[config.mk]
export PLATFORM = sky130hd
export DESIGN_NAME = pidaw_ctrl
export DESIGN_NICKNAME = d
export VERILOG_FILES = /design/src/design/pidaw_pkg.sv /design/src/design/pidaw_ctrl.sv
export SDC_FILE = /design/constraint.sdc
export NUM_CORES = 1
export LEC_CHECK = 0
export BUFFER_PORTS_ARGS = -buffer_cell sky130_fd_sc_hd__buf_4
export CAP_MARGIN = 20
export CORE_AREA = 10 10 47 49
export CTS_CLUSTER_SIZE = 30
export DETAILED_ROUTE_END_ITERATION = 12
export DIE_AREA = 0 0 57 59
export PLACE_DENSITY = 0.63
export SYNTH_ARGS = -nofsm -noshare
export SYNTH_HDL_FRONTEND = slang
export SYNTH_SLANG_ARGS = --single-unit
[constraint.sdc]
create_clock -name i_clk -period 1.5 [get_ports i_clk]
set_input_delay 0.15 -clock i_clk [delete_from_list [all_inputs] [get_ports i_clk]]
set_output_delay 0.15 -clock i_clk [all_outputs]
set_load 0.01 [all_outputs]
[src/design/pidaw_pkg.sv]
package pidaw_pkg;

    localparam int W          = 32;
    localparam int FRAC       = 16;
    localparam int MS_W       = 16;
    localparam int LIM_W      = W - 1;
    localparam int S_TDATA_W  = 48;
    localparam int M_TDATA_W  = W;
    localparam int CFG_IDX_W  = 3;
    localparam int OPW        = W + 1;
    localparam int PROD_W     = 2 * OPW;
    localparam int DIV_W      = 48;
    localparam int DIV_CNT_W  = $clog2(DIV_W + 1);
    localparam int ACC_W      = W + 2;
    localparam int DIV_K      = 1000;

    // divide by 1000: x = xh*2^24 + xl and 2^24 = 16777*1000 + 216, so
    // x/1000 = xh*16777 + (xh*216 + xl)/1000; the last term as (z>>3)/125
    // by reciprocal, exact for z below 2^31
    localparam int K_SPLIT  = 24;
    localparam int K_HI_W   = 23;
    localparam int K_Z_W    = 31;
    localparam int K_PRE_SH = 3;
    localparam int K_HQ_W   = 38;
    localparam int K_T_W    = 58;
    localparam int K_RCP_SH = 36;
    localparam int K_ZQ_W   = K_T_W - K_RCP_SH;
    localparam logic [K_HQ_W-1:0] K_HI_Q = K_HQ_W'((1 << K_SPLIT) / DIV_K);
    localparam logic [K_Z_W-1:0]  K_HI_R = K_Z_W'((1 << K_SPLIT) % DIV_K);
    localparam logic [K_T_W-1:0]  K_RCP  = K_T_W'(549755814);  // ceil(2^36 / 125)

    localparam logic [CFG_IDX_W-1:0] CFG_PROP_GAIN  = 3'd0;
    localparam logic [CFG_IDX_W-1:0] CFG_INTEG_GAIN = 3'd1;
    localparam logic [CFG_IDX_W-1:0] CFG_DERIV_GAIN = 3'd2;
    localparam logic [CFG_IDX_W-1:0] CFG_TARGET     = 3'd3;
    localparam logic [CFG_IDX_W-1:0] CFG_FLOOR      = 3'd4;
    localparam logic [CFG_IDX_W-1:0] CFG_CEILING    = 3'd5;
    localparam logic [CFG_IDX_W-1:0] CFG_INTEG_LIM  = 3'd6;

    localparam logic signed [W-1:0] RST_PROP_GAIN  = W'(65536);
    localparam logic signed [W-1:0] RST_INTEG_GAIN = W'(6554);
    localparam logic signed [W-1:0] RST_DERIV_GAIN = W'(3277);
    localparam logic signed [W-1:0] RST_TARGET     = W'(0);
    localparam logic signed [W-1:0] RST_FLOOR      = W'(-65536000);
    localparam logic signed [W-1:0] RST_CEILING    = W'(65536000);
    localparam logic [LIM_W-1:0]    RST_INTEG_LIM  = LIM_W'(6553600);

    // multiplier operand select
    localparam logic [2:0] MUL_ERR_MS = 3'd0;
    localparam logic [2:0] MUL_DIFF_K = 3'd1;
    localparam logic [2:0] MUL_KP     = 3'd2;
    localparam logic [2:0] MUL_KI     = 3'd3;
    localparam logic [2:0] MUL_KD     = 3'd4;

    localparam logic signed [PROD_W-1:0] P_WMAX = {{(PROD_W-W+1){1'b0}}, {(W-1){1'b1}}};
    localparam logic signed [PROD_W-1:0] P_WMIN = {{(PROD_W-W+1){1'b1}}, {(W-1){1'b0}}};

    typedef struct packed {
        logic       load;
        logic       calc_err;
        logic       mul_en;
        logic [2:0] mul_sel;
        logic       div_load;
        logic       save_integ;
        logic       save_deriv;
        logic       acc_clr;
        logic       acc_add;
        logic       out_load;
    } t_dp_cmd;

    typedef struct packed {
        logic ms_zero;
        logic div_busy;
        logic out_free;
    } t_dp_sts;

    function automatic logic signed [W-1:0] sat_w(input logic signed [PROD_W-1:0] v);
        logic signed [W-1:0] res;
        if (v > P_WMAX) begin
            res = {1'b0, {(W-1){1'b1}}};
        end else if (v < P_WMIN) begin
            res = {1'b1, {(W-1){1'b0}}};
        end else begin
            res = v[W-1:0];
        end
        return res;
    endfunction

endpackage

[src/design/pidaw_ctrl.sv]
module pidaw_ctrl import pidaw_pkg::*; (
    input  logic    i_clk,
    input  logic    i_rst_n,
    input  logic    i_s_valid,
    output logic    o_s_ready,
    input  t_dp_sts i_sts,
    output t_dp_cmd o_cmd
);

    localparam logic [3:0] ST_IDLE  = 4'd0;
    localparam logic [3:0] ST_CHECK = 4'd1;
    localparam logic [3:0] ST_MUL_I = 4'd2;
    localparam logic [3:0] ST_RCP_1 = 4'd3;
    localparam logic [3:0] ST_RCP_2 = 4'd4;
    localparam logic [3:0] ST_RCP_3 = 4'd5;
    localparam logic [3:0] ST_INTEG = 4'd6;
    localparam logic [3:0] ST_LDV_D = 4'd7;
    localparam logic [3:0] ST_DIV_D = 4'd8;
    localparam logic [3:0] ST_DERIV = 4'd9;
    localparam logic [3:0] ST_TRM_I = 4'd10;
    localparam logic [3:0] ST_TRM_D = 4'd11;
    localparam logic [3:0] ST_SUM   = 4'd12;
    localparam logic [3:0] ST_DONE  = 4'd13;

    logic [3:0] r_state;
    logic [3:0] n_state;

    always_ff @(posedge i_clk) begin
        if (!i_rst_n) begin
            r_state <= ST_IDLE;
        end else begin
            r_state <= n_state;
        end
    end

    always_comb begin
        n_state   = r_state;
        o_cmd     = '0;
        o_s_ready = 1'b0;
        unique case (r_state)
            ST_IDLE: begin
                o_s_ready = 1'b1;
                if (i_s_valid) begin
                    o_cmd.load = 1'b1;
                    n_state    = ST_CHECK;
                end
            end
            ST_CHECK: begin
                o_cmd.calc_err = 1'b1;
                n_state = i_sts.ms_zero ? ST_DONE : ST_MUL_I;
            end
            ST_MUL_I: begin
                o_cmd.mul_en  = 1'b1;
                o_cmd.mul_sel = MUL_ERR_MS;
                n_state       = ST_RCP_1;
            end
            // divide by 1000 pipeline fills
            ST_RCP_1: begin
                n_state = ST_RCP_2;
            end
            ST_RCP_2: begin
                n_state = ST_RCP_3;
            end
            ST_RCP_3: begin
                n_state = ST_INTEG;
            end
            ST_INTEG: begin
                o_cmd.save_integ = 1'b1;
                o_cmd.mul_en     = 1'b1;
                o_cmd.mul_sel    = MUL_DIFF_K;
                n_state          = ST_LDV_D;
            end
            ST_LDV_D: begin
                o_cmd.div_load = 1'b1;
                n_state        = ST_DIV_D;
            end
            ST_DIV_D: begin
                if (!i_sts.div_busy) begin
                    n_state = ST_DERIV;
                end
            end
            ST_DERIV: begin
                o_cmd.save_deriv = 1'b1;
                o_cmd.mul_en     = 1'b1;
                o_cmd.mul_sel    = MUL_KP;
                n_state          = ST_TRM_I;
            end
            ST_TRM_I: begin
                o_cmd.acc_clr = 1'b1;
                o_cmd.mul_en  = 1'b1;
                o_cmd.mul_sel = MUL_KI;
                n_state       = ST_TRM_D;
            end
            ST_TRM_D: begin
                o_cmd.acc_add = 1'b1;
                o_cmd.mul_en  = 1'b1;
                o_cmd.mul_sel = MUL_KD;
                n_state       = ST_SUM;
            end
            ST_SUM: begin
                o_cmd.acc_add = 1'b1;
                n_state       = ST_DONE;
            end
            ST_DONE: begin
                if (i_sts.out_free) begin
                    o_cmd.out_load = 1'b1;
                    n_state        = ST_IDLE;
                end
            end
            default: begin
                n_state = ST_IDLE;
            end
        endcase
    end

endmodule

==> results.py, run 1 <==
metrics = {
    "cts": {
        "cts_root_buf": "clkbuf_4",
        "numCtsBuffers": 3,
        "cts.sinks": 4,
        "clkTransAtPathRegs_ns": 0.04,
        "clock_latency_ns": 0.23,
        "htree_levels": 1,
        "hold_buffers": 0,
        "clockBufferDepth": 2,
        "cts_tree": "yes",
    },
    "critical_path": {
        "worstSetupStartpointType": "flop",
        "cp_slowest_stage_delay_ns": 0.51,
        "arrival_ns": 1.36,
        "cp_num_cells": 4,
        "slowest_stage": "or4_4",
        "path_max_fanout": 4,
        "crit_chain": "or4_4 -> inv_2 -> and2_4 -> buf_6",
        "cp.required_ns": 1.35,
        "r2r_setup_slack_ns": 0.24,
        "r2r-start": "r_state[2]",
        "reg2reg_depth": 4,
        "endpoint_kind": "output pin",
        "critPathTopFamily": "simple AND/OR/NAND/NOR gates",
        "setup.worst_path.start": "r_state[1]",
        "critPathKind": "reg2out",
        "critPathBufInv": 2,
    },
    "global_route": {
        "antenna_found_initial": 0,
        "grt_max_degree": 13,
        "grt_pass1_wl_um": 2014,
        "grt_use_total_pct": 7.380,
        "grt_pass1_vias": 466,
        "grt_overflow": 0,
    },
    "route": {
        "drtIter0Drc": 15,
        "vias": 529,
        "firstDrtPassIters": 4,
        "postRouteAntennaNets": 0,
        "drt_wl_total_um": 1270,
        "drc": 0,
        "via_per_inst": 5.343,
        "routedWlPerCell_um": 12.83,
    },
    "timing": {
        "fin_skew_ns": 0.002387,
        "slew_violations": 0,
        "period_needed_ns": 1.505,
        "tightestPinTransition_ns": 0.2533,
        "setup_ws_ns": -0.005187,
        "maxSlewHeadroom_pct": 83.07,
        "rsz0062_at_grt": "yes",
        "period_share_pct": 100.3,
        "setup_viol": 1,
        "fmax_ghz": 0.6644,
        "hold_violations": 0,
    },
    "layout": {
        "reg_top3": "r_state (4)",
        "multi_input_area_um2": 304.0,
        "fin_util_pct": 45.71,
        "stdcell_count": 99,
        "fill_cells": 151,
        "final_common_cell": "buf_4",
        "drive_gt1_share_pct": 46.99,
        "mostFrequentLayoutCells": "22 x buf_4, 7 x nand2_1, 6 x a21oi_1",
        "synthToLayoutAreaGrowth_pct": 57.06,
        "postLayoutCellArea_um2": 640.6,
        "ff_latch_area_um2": 87.58,
        "finalNetCount": 91,
        "largest_register": "r_state",
        "largest_reg_flops": 4,
        "n_antenna_cell": 0,
    },
    "yosys": {
        "yosys.area.top_type": "dfxtp_1",
        "syn_area_um2": 407.9,
        "synthTopCellsByArea": "dfxtp_1 20%, a21oi_1 8.6%, nand2b_1 7.7%, nand3b_1 7.4%, nand2_1 6.4%",
        "synth_nets": 67,
        "ys_warn_count": 0,
        "seq_area_frac_synth_pct": 19.63,
        "yosys_register_bits": 4,
        "syn_avg_cell_area_um2": 6.687,
        "synth.distinct_cells": 24,
        "synth_cells": 61,
        "synth_top_area_share_pct": 19.63,
    },
    "place": {
        "io_buffers": 18,
        "dp_hpwl_um": 969.6,
        "placed_area_um2": 575.6,
        "gp_congestion": 0.7978,
        "dpl.cell_count": 95,
    },
    "power_and_ir_drop": {
        "powerDensity_nw_per_um2": 1801,
        "max-vdd-ir-drop_uv": 717.7,
        "p_leak_nw": 0.2769,
    },
    "worst_hold_path": {
        "hold_path.startpoint": "i_rst_n",
        "min_path_type": "in2reg",
        "whs_path_depth": 2,
    },
    "floorplanning": {
        "io_pins": 19,
        "die_w_um": 57,
        "fp-row-count": 14,
        "start_util_pct": 29.11,
        "die_area_um2": 3363,
        "coreArea_um2": 1401,
        "chipHeight_um": 59,
    },
    "run_status": {
        "violations": "negative setup slack",
        "status": "finished, violations left",
    },
    "job": {
        "cap_violations": 0,
    },
}
cells by family (layout without fill, tap and decap cells):
kind of cell,count (synthesis),in the layout,share of synthesized area [%]
flops,4,4,19.63
simple gates,36,36,50.31
compound gates,13,13,20.25
buf+inv,8,30,9.816
cell usage after synthesis, drive strengths merged:
cell	instances
a21oi	7
nand2	7
nand2b	5
nor2	5
nor3	5
dfxtp	4
nand3b	4
buf	3
clkbuf	3
and2	2
inv	2
nand3	2
o21ai	2
or3b	2
a211oi	1
and4b	1
nor3b	1
nor4b	1
o221ai	1
o31a	1
o31ai	1
or4	1
path summary, 6_finish.rpt:
path | to
worst min-delay path | r_state[3]
worst max register to register | r_state[0]
worst min register to register | r_state[2]
worst max-delay path | o_cmd[11]
per-layer routing:
metal	up-vias	global-route usage (%)	share of wire, %
met5	-	0	0
met4	0	5.034	0
met3	0	2.575	6.2
met2	20	9.922	46
met1	245	9.467	47
li1	264	-	-
stage by stage:
step	hold slack (ns)	power, mW	setup WS [ns]	TNS, ns
3_3_place_gp	0.4232	0.8937	0.1959	0
4_1_cts	0.1768	1.072	-0.03545	-0.03545
2_1_floorplan	0.2779	0.6316	0.1468	0
5_1_grt	0.1961	1.264	-0.04630	-0.06383
6_report	0.1857	1.154	-0.005187	-0.005187
3_5_place_dp	0.4142	0.8956	0.1471	0
where the power goes:
part | internal (mW) | switching, mW
registers | 0.160 | 0.0532
clock network | 0.0893 | 0.0416
logic | 0.409 | 0.402
total | 0.658 | 0.496
final cells by class:
class                      instances  share of cell area (%)
multi-input combinational         49                   47.46
timing repair buffer              25                   31.05
sequential                         4                   13.67
clock buffer                       3                   3.516
tap                               16                   3.125
inverter                           2                   1.172
what timing repair did:
action | CTS | global route
setup endpoints to repair | 4 | 4
resized for setup | 5 | 8
buffers inserted | 0 | 1
hold endpoints to repair | 0 | 0
pin swaps | 1 | 2
Power figures use the tool's default switching activity.
==> inputs of run 2 (changes only) <==
Settings changed: PLACE_DENSITY 0.63 to 0.58.
==> run 2 against run 1 <==
Effect of this change:
- the flow still finishes with violations (negative setup slack)
- flip-flop and latch count unchanged
- via count down 3.6%
- utilization up 0.80 points
- routed wire length up 9.2%
- critical path type unchanged
- sequential share of layout area down 0.43 points
- maximum frequency down 2.6%
==> results.py, run 2 (same netlist as run 1, synthesis figures left out) <==
metrics = {
    "run_status": {
        "status": "finished, violations left",
        "violations": "negative setup slack",
    },
    "power_and_ir_drop": {
        "pwr-share-comb_pct": 69.3,
        "internal_power_mw": 0.6465,
        "pwr-share-seq_pct": 18.4,
        "p_switching_mw": 0.5227,
        "max-vdd-ir-drop_uv": 692.8,
        "clock_power_share_pct": 12.3,
        "switching_share_pct": 44.71,
        "powerDensity_nw_per_um2": 1794,
        "p_leak_nw": 0.2828,
    },
    "route": {
        "routedWlPerCell_um": 13.87,
        "vias": 510,
        "drc": 0,
        "via_per_inst": 5.100,
        "drtIter0Drc": 9,
        "postRouteAntennaNets": 0,
        "drt_wl_total_um": 1387,
        "firstDrtPassIters": 4,
    },
    "cts": {
        "clock_latency_ns": 0.25,
        "clockBufferDepth": 2,
        "cts_tree": "yes",
        "clkTransAtPathRegs_ns": 0.04,
        "htree_levels": 1,
        "numCtsBuffers": 3,
        "cts_root_buf": "clkbuf_4",
        "cts.sinks": 4,
    },
    "critical_path": {
        "r2r-start": "r_state[2]",
        "reg2reg_depth": 5,
        "critPathKind": "reg2out",
        "cp_slowest_stage_delay_ns": 0.54,
        "endpoint_kind": "output pin",
        "crit_chain": "or4_4 -> inv_2 -> and2_4 -> buf_6",
        "setup.worst_path.start": "r_state[1]",
        "worstSetupStartpointType": "flop",
        "path_max_fanout": 4,
        "slowest_stage": "or4_4",
        "arrival_ns": 1.40,
        "cp.required_ns": 1.35,
    },
    "timing": {
        "tightestPinTransition_ns": 0.2571,
        "setup_ws_ns": -0.04506,
        "setup-tns-final_ns": -0.04506,
        "period_needed_ns": 1.545,
        "rsz0062_at_grt": "yes",
        "maxSlewHeadroom_pct": 82.81,
        "slew_violations": 0,
        "fmax_ghz": 0.6472,
        "hold-worst-slack_ns": 0.1864,
        "period_share_pct": 103.0,
        "fin_skew_ns": 0.005153,
        "setup_viol": 1,
        "hold_violations": 0,
    },
    "layout": {
        "drive_gt1_share_pct": 48.81,
        "synthToLayoutAreaGrowth_pct": 59.82,
        "postLayoutCellArea_um2": 651.9,
        "largest_reg_flops": 4,
        "largest_register": "r_state",
        "final_common_cell": "buf_4",
        "fin_util_pct": 46.52,
        "mostFrequentLayoutCells": "23 x buf_4, 7 x nand2_1, 5 x nor2_1, 5 x nor3_1, 5 x a21oi_1",
        "stdcell_count": 100,
        "finalNetCount": 92,
        "n_antenna_cell": 0,
        "fill_cells": 156,
        "reg_top3": "r_state (4)",
    },
    "global_route": {
        "grt_pass1_vias": 526,
        "grt_use_total_pct": 8.395,
        "grt_pass1_wl_um": 2270,
        "grt_max_degree": 13,
        "grt_overflow": 0,
        "antenna_found_initial": 0,
    },
    "place": {
        "dpl.cell_count": 95,
        "io_buffers": 18,
        "placed_area_um2": 575.6,
        "gp_congestion": 0.7492,
        "dp_hpwl_um": 1000,
    },
    "floorplanning": {
        "start_util_pct": 29.11,
        "chipHeight_um": 59,
        "die_w_um": 57,
        "die_area_um2": 3363,
        "io_pins": 19,
        "fp-row-count": 14,
        "coreArea_um2": 1401,
    },
    "worst_hold_path": {
        "min_path_type": "in2reg",
        "whs_path_depth": 2,
        "hold_path.startpoint": "i_rst_n",
    },
    "job": {
        "cap_violations": 0,
    },
}
run 2: cell count changes in the layout (fill, tap and decap cells not counted):
cell / previous run / this run
a21oi_1: 6 / 5
a21oi_2: 1 / 2
buf_2: 0 / 1
buf_4: 22 / 23
buf_6: 3 / 2
dfxtp_1: 0 / 1
dfxtp_2: 3 / 2
nand2b_1: 5 / 4
nand2b_4: 0 / 1
run 2: cell type report:
type,instances,area [um2],share of cell area (%)
Clock buffer,3,22.52,3.455
Inverter,2,7.507,1.152
Multi-Input combinational cell,49,315.3,48.37
Sequential cell,4,86.33,13.24
Tap cell,16,20.02,3.071
Timing Repair Buffer,26,200.2,30.71
run 2: worst max-delay path: cells and delay by family, from the launching register on:
kind,cells,cell delay [ns]
buffers and inverters,2,0.16
AND/OR/NAND/NOR,2,0.67
flip-flops,1,0.33
run 2: path summary, 6_finish.rpt:
check / endpoint / slack [ns]
hold / removal: r_state[3] / 0.19
setup / recovery: o_cmd[11] / -0.05
setup reg to reg: r_state[0] / 0.15
hold reg to reg: r_state[2] / 0.59
run 2: layer usage:
layer	vias to the layer above	track usage [%]	wire length, um
met5	-	0	0
met4	0	7.047	25
met3	2	3.004	114
met2	22	12.71	650
met1	224	9.178	597
li1	262	-	-
run 2: what timing repair did:
item	in CTS	in global routing
cloned	0	1
hold buffers	0	0
endpoints found under the setup margin	3	9
resized for setup	7	6
setup buffers	1	0
pin swaps	2	3
run 2: power groups by stage:
stage,clock network [mW],registers (mW),logic [mW]
after floorplan,0,0.170,0.461
after global placement,0,0.202,0.700
after detailed placement,0,0.201,0.700
after CTS,0.144,0.208,0.762
after global routing,0.161,0.220,0.896
final,0.144,0.215,0.810
run 2: stage by stage:
step                worst slack, ns  power (mW)
floorplan                    0.1468      0.6316
global placement             0.1560      0.9020
detailed placement           0.1592      0.9012
CTS                        -0.04934       1.114
global route                -0.1006       1.277
finish                     -0.04506       1.169
==> inputs of run 3 (changes only) <==
Settings changed: GPL_TIMING_DRIVEN set to 0.
==> run 3 against run 2 <==
Effect of this change:
- the run still ends with negative setup slack left
- combinational power down 9.9%
- worst setup slack improved by 0.018 ns
- non-clock buffer count is 1 lower
- clock power shrank 10%
- total power down 7.2%
- global-route usage is 1.4 points lower
- sequential power is 5% higher
- critical endpoint unchanged
==> results.py, run 3 (same netlist as run 1, synthesis figures left out) <==
metrics = {
    "cts": {
        "cts.sinks": 4,
        "cts_root_buf": "clkbuf_4",
        "htree_levels": 1,
        "clock_latency_ns": 0.23,
        "clockBufferDepth": 2,
        "cts_tree": "yes",
        "numCtsBuffers": 3,
        "hold_buffers": 0,
        "clkTransAtPathRegs_ns": 0.04,
    },
    "timing": {
        "fin_skew_ns": 0.002781,
        "period_needed_ns": 1.527,
        "fmax_ghz": 0.6547,
        "slew_violations": 0,
        "period_share_pct": 101.8,
        "hold_violations": 0,
        "tightestPinTransition_ns": 0.3650,
        "setup_viol": 1,
        "rsz0062_at_grt": "yes",
        "setup_ws_ns": -0.02745,
        "maxSlewHeadroom_pct": 75.33,
    },
    "power_and_ir_drop": {
        "max-vdd-ir-drop_uv": 780.4,
        "pwr-share-seq_pct": 20.8,
        "internal_power_mw": 0.6131,
        "powerDensity_nw_per_um2": 1724,
        "power_mw": 1.085,
        "clock_power_share_pct": 11.8,
        "p_leak_nw": 0.2724,
        "switching_share_pct": 43.50,
        "pwr-share-comb_pct": 67.3,
        "p_switching_mw": 0.4719,
    },
    "place": {
        "dp_hpwl_um": 947.2,
        "gp_congestion": 0.8395,
        "io_buffers": 18,
        "place_ws_ns": 0.1057,
    },
    "floorplanning": {
        "die_w_um": 57,
        "io_pins": 19,
        "coreArea_um2": 1401,
        "die_area_um2": 3363,
        "chipHeight_um": 59,
        "start_util_pct": 29.11,
        "fp-row-count": 14,
    },
    "critical_path": {
        "arrival_ns": 1.38,
        "endpoint_kind": "output pin",
        "critPathKind": "reg2out",
        "worstSetupStartpointType": "flop",
        "cp.required_ns": 1.35,
        "path_max_fanout": 6,
    },
    "global_route": {
        "grt_use_total_pct": 6.964,
        "antenna_found_initial": 0,
        "grt_pass1_wl_um": 1952,
        "grt_pass1_vias": 464,
        "grt_max_degree": 11,
        "grt_overflow": 0,
    },
    "layout": {
        "finalNetCount": 91,
        "n_antenna_cell": 0,
        "synthToLayoutAreaGrowth_pct": 54.29,
        "largest_register": "r_state",
        "final_common_cell": "buf_4",
        "largest_reg_flops": 4,
        "mostFrequentLayoutCells": "20 x buf_4, 7 x nand2_1, 6 x a21oi_1",
        "drive_gt1_share_pct": 46.99,
        "reg_top3": "r_state (4)",
    },
    "route": {
        "drc": 0,
        "vias": 482,
        "via_per_inst": 4.869,
        "postRouteAntennaNets": 0,
        "routedWlPerCell_um": 12.41,
        "drtIter0Drc": 3,
        "firstDrtPassIters": 3,
        "drt_wl_total_um": 1229,
    },
    "run_status": {
        "violations": "negative setup slack",
        "status": "finished, violations left",
    },
    "worst_hold_path": {
        "min_path_type": "in2reg",
    },
    "job": {
        "cap_violations": 0,
    },
}
-- run 3: changes by cell type in the layout (fill, tap and decap cells not counted), sizes merged --
cell,previous run,this run
buf,26,23
clkbuf,3,5
-- run 3: routing by layer --
metal / vias up / part of all wire, % / track usage [%]
met5: - / 0 / 0
met4: 0 / 0 / 1.007
met3: 0 / 9.0 / 4.936
met2: 16 / 45 / 10.54
met1: 209 / 46 / 7.976
li1: 257 / - / -
-- run 3: power groups by stage --
stage / sequential [mW] / combinational (mW) / clock (mW)
after floorplan: 0.170 / 0.461 / 0
after global placement: 0.179 / 0.691 / 0
after detailed placement: 0.178 / 0.689 / 0
after CTS: 0.220 / 0.707 / 0.138
after global routing: 0.236 / 0.811 / 0.146
final: 0.226 / 0.730 / 0.129
-- run 3: critical path, stage by stage (launching register included) --
cell and delay, ns:
dfxtp_4 0.35, or4_4 0.51, inv_2 0.07, and2_4 0.13
buf_6 0.09
-- run 3: cell type report --
class / instances / area [um2]
buffer: 4 / 22.52
inverter: 2 / 7.507
multi-input combinational: 49 / 302.8
sequential: 4 / 92.59
tap: 16 / 20.02
fill: 143 / 772.0
clock buffer: 3 / 22.52
timing repair buffer: 21 / 161.4
-- run 3: what timing repair did --
action,4_1_cts,5_1_grt
setup endpoints to repair,10,6
setup buffers,2,1
resized for setup,12,7
pin swaps,2,1
-- run 3: stage by stage --
| stage | instance area [um2] | utilization, % | hold slack [ns] | std cells | TNS [ns] |
|---|---|---|---|---|---|
| global route | 629.4 | 44.91 | 0.1904 | 99 | -0.08443 |
| detailed placement | 563.0 | 40.18 | 0.4226 | 95 | 0 |
| CTS | 606.8 | 43.30 | 0.1753 | 98 | -0.04264 |
| floorplan | 407.9 | - | 0.2779 | 61 | 0 |
| global placement | 563.0 | 40.18 | 0.4330 | 95 | 0 |
| finish | 629.4 | 44.91 | 0.1868 | 99 | -0.02745 |
-- run 3: worst paths after layout --
check	start	endpoint	slack (ns)	depth (start not counted)
worst min-delay path	i_rst_n	r_state[3]	0.19	2
worst max register to register	r_state[0]	r_state[3]	0.15	4
worst min register to register	r_state[1]	r_state[1]	0.65	2
worst max-delay path	r_state[2]	o_cmd[11]	-0.03	4
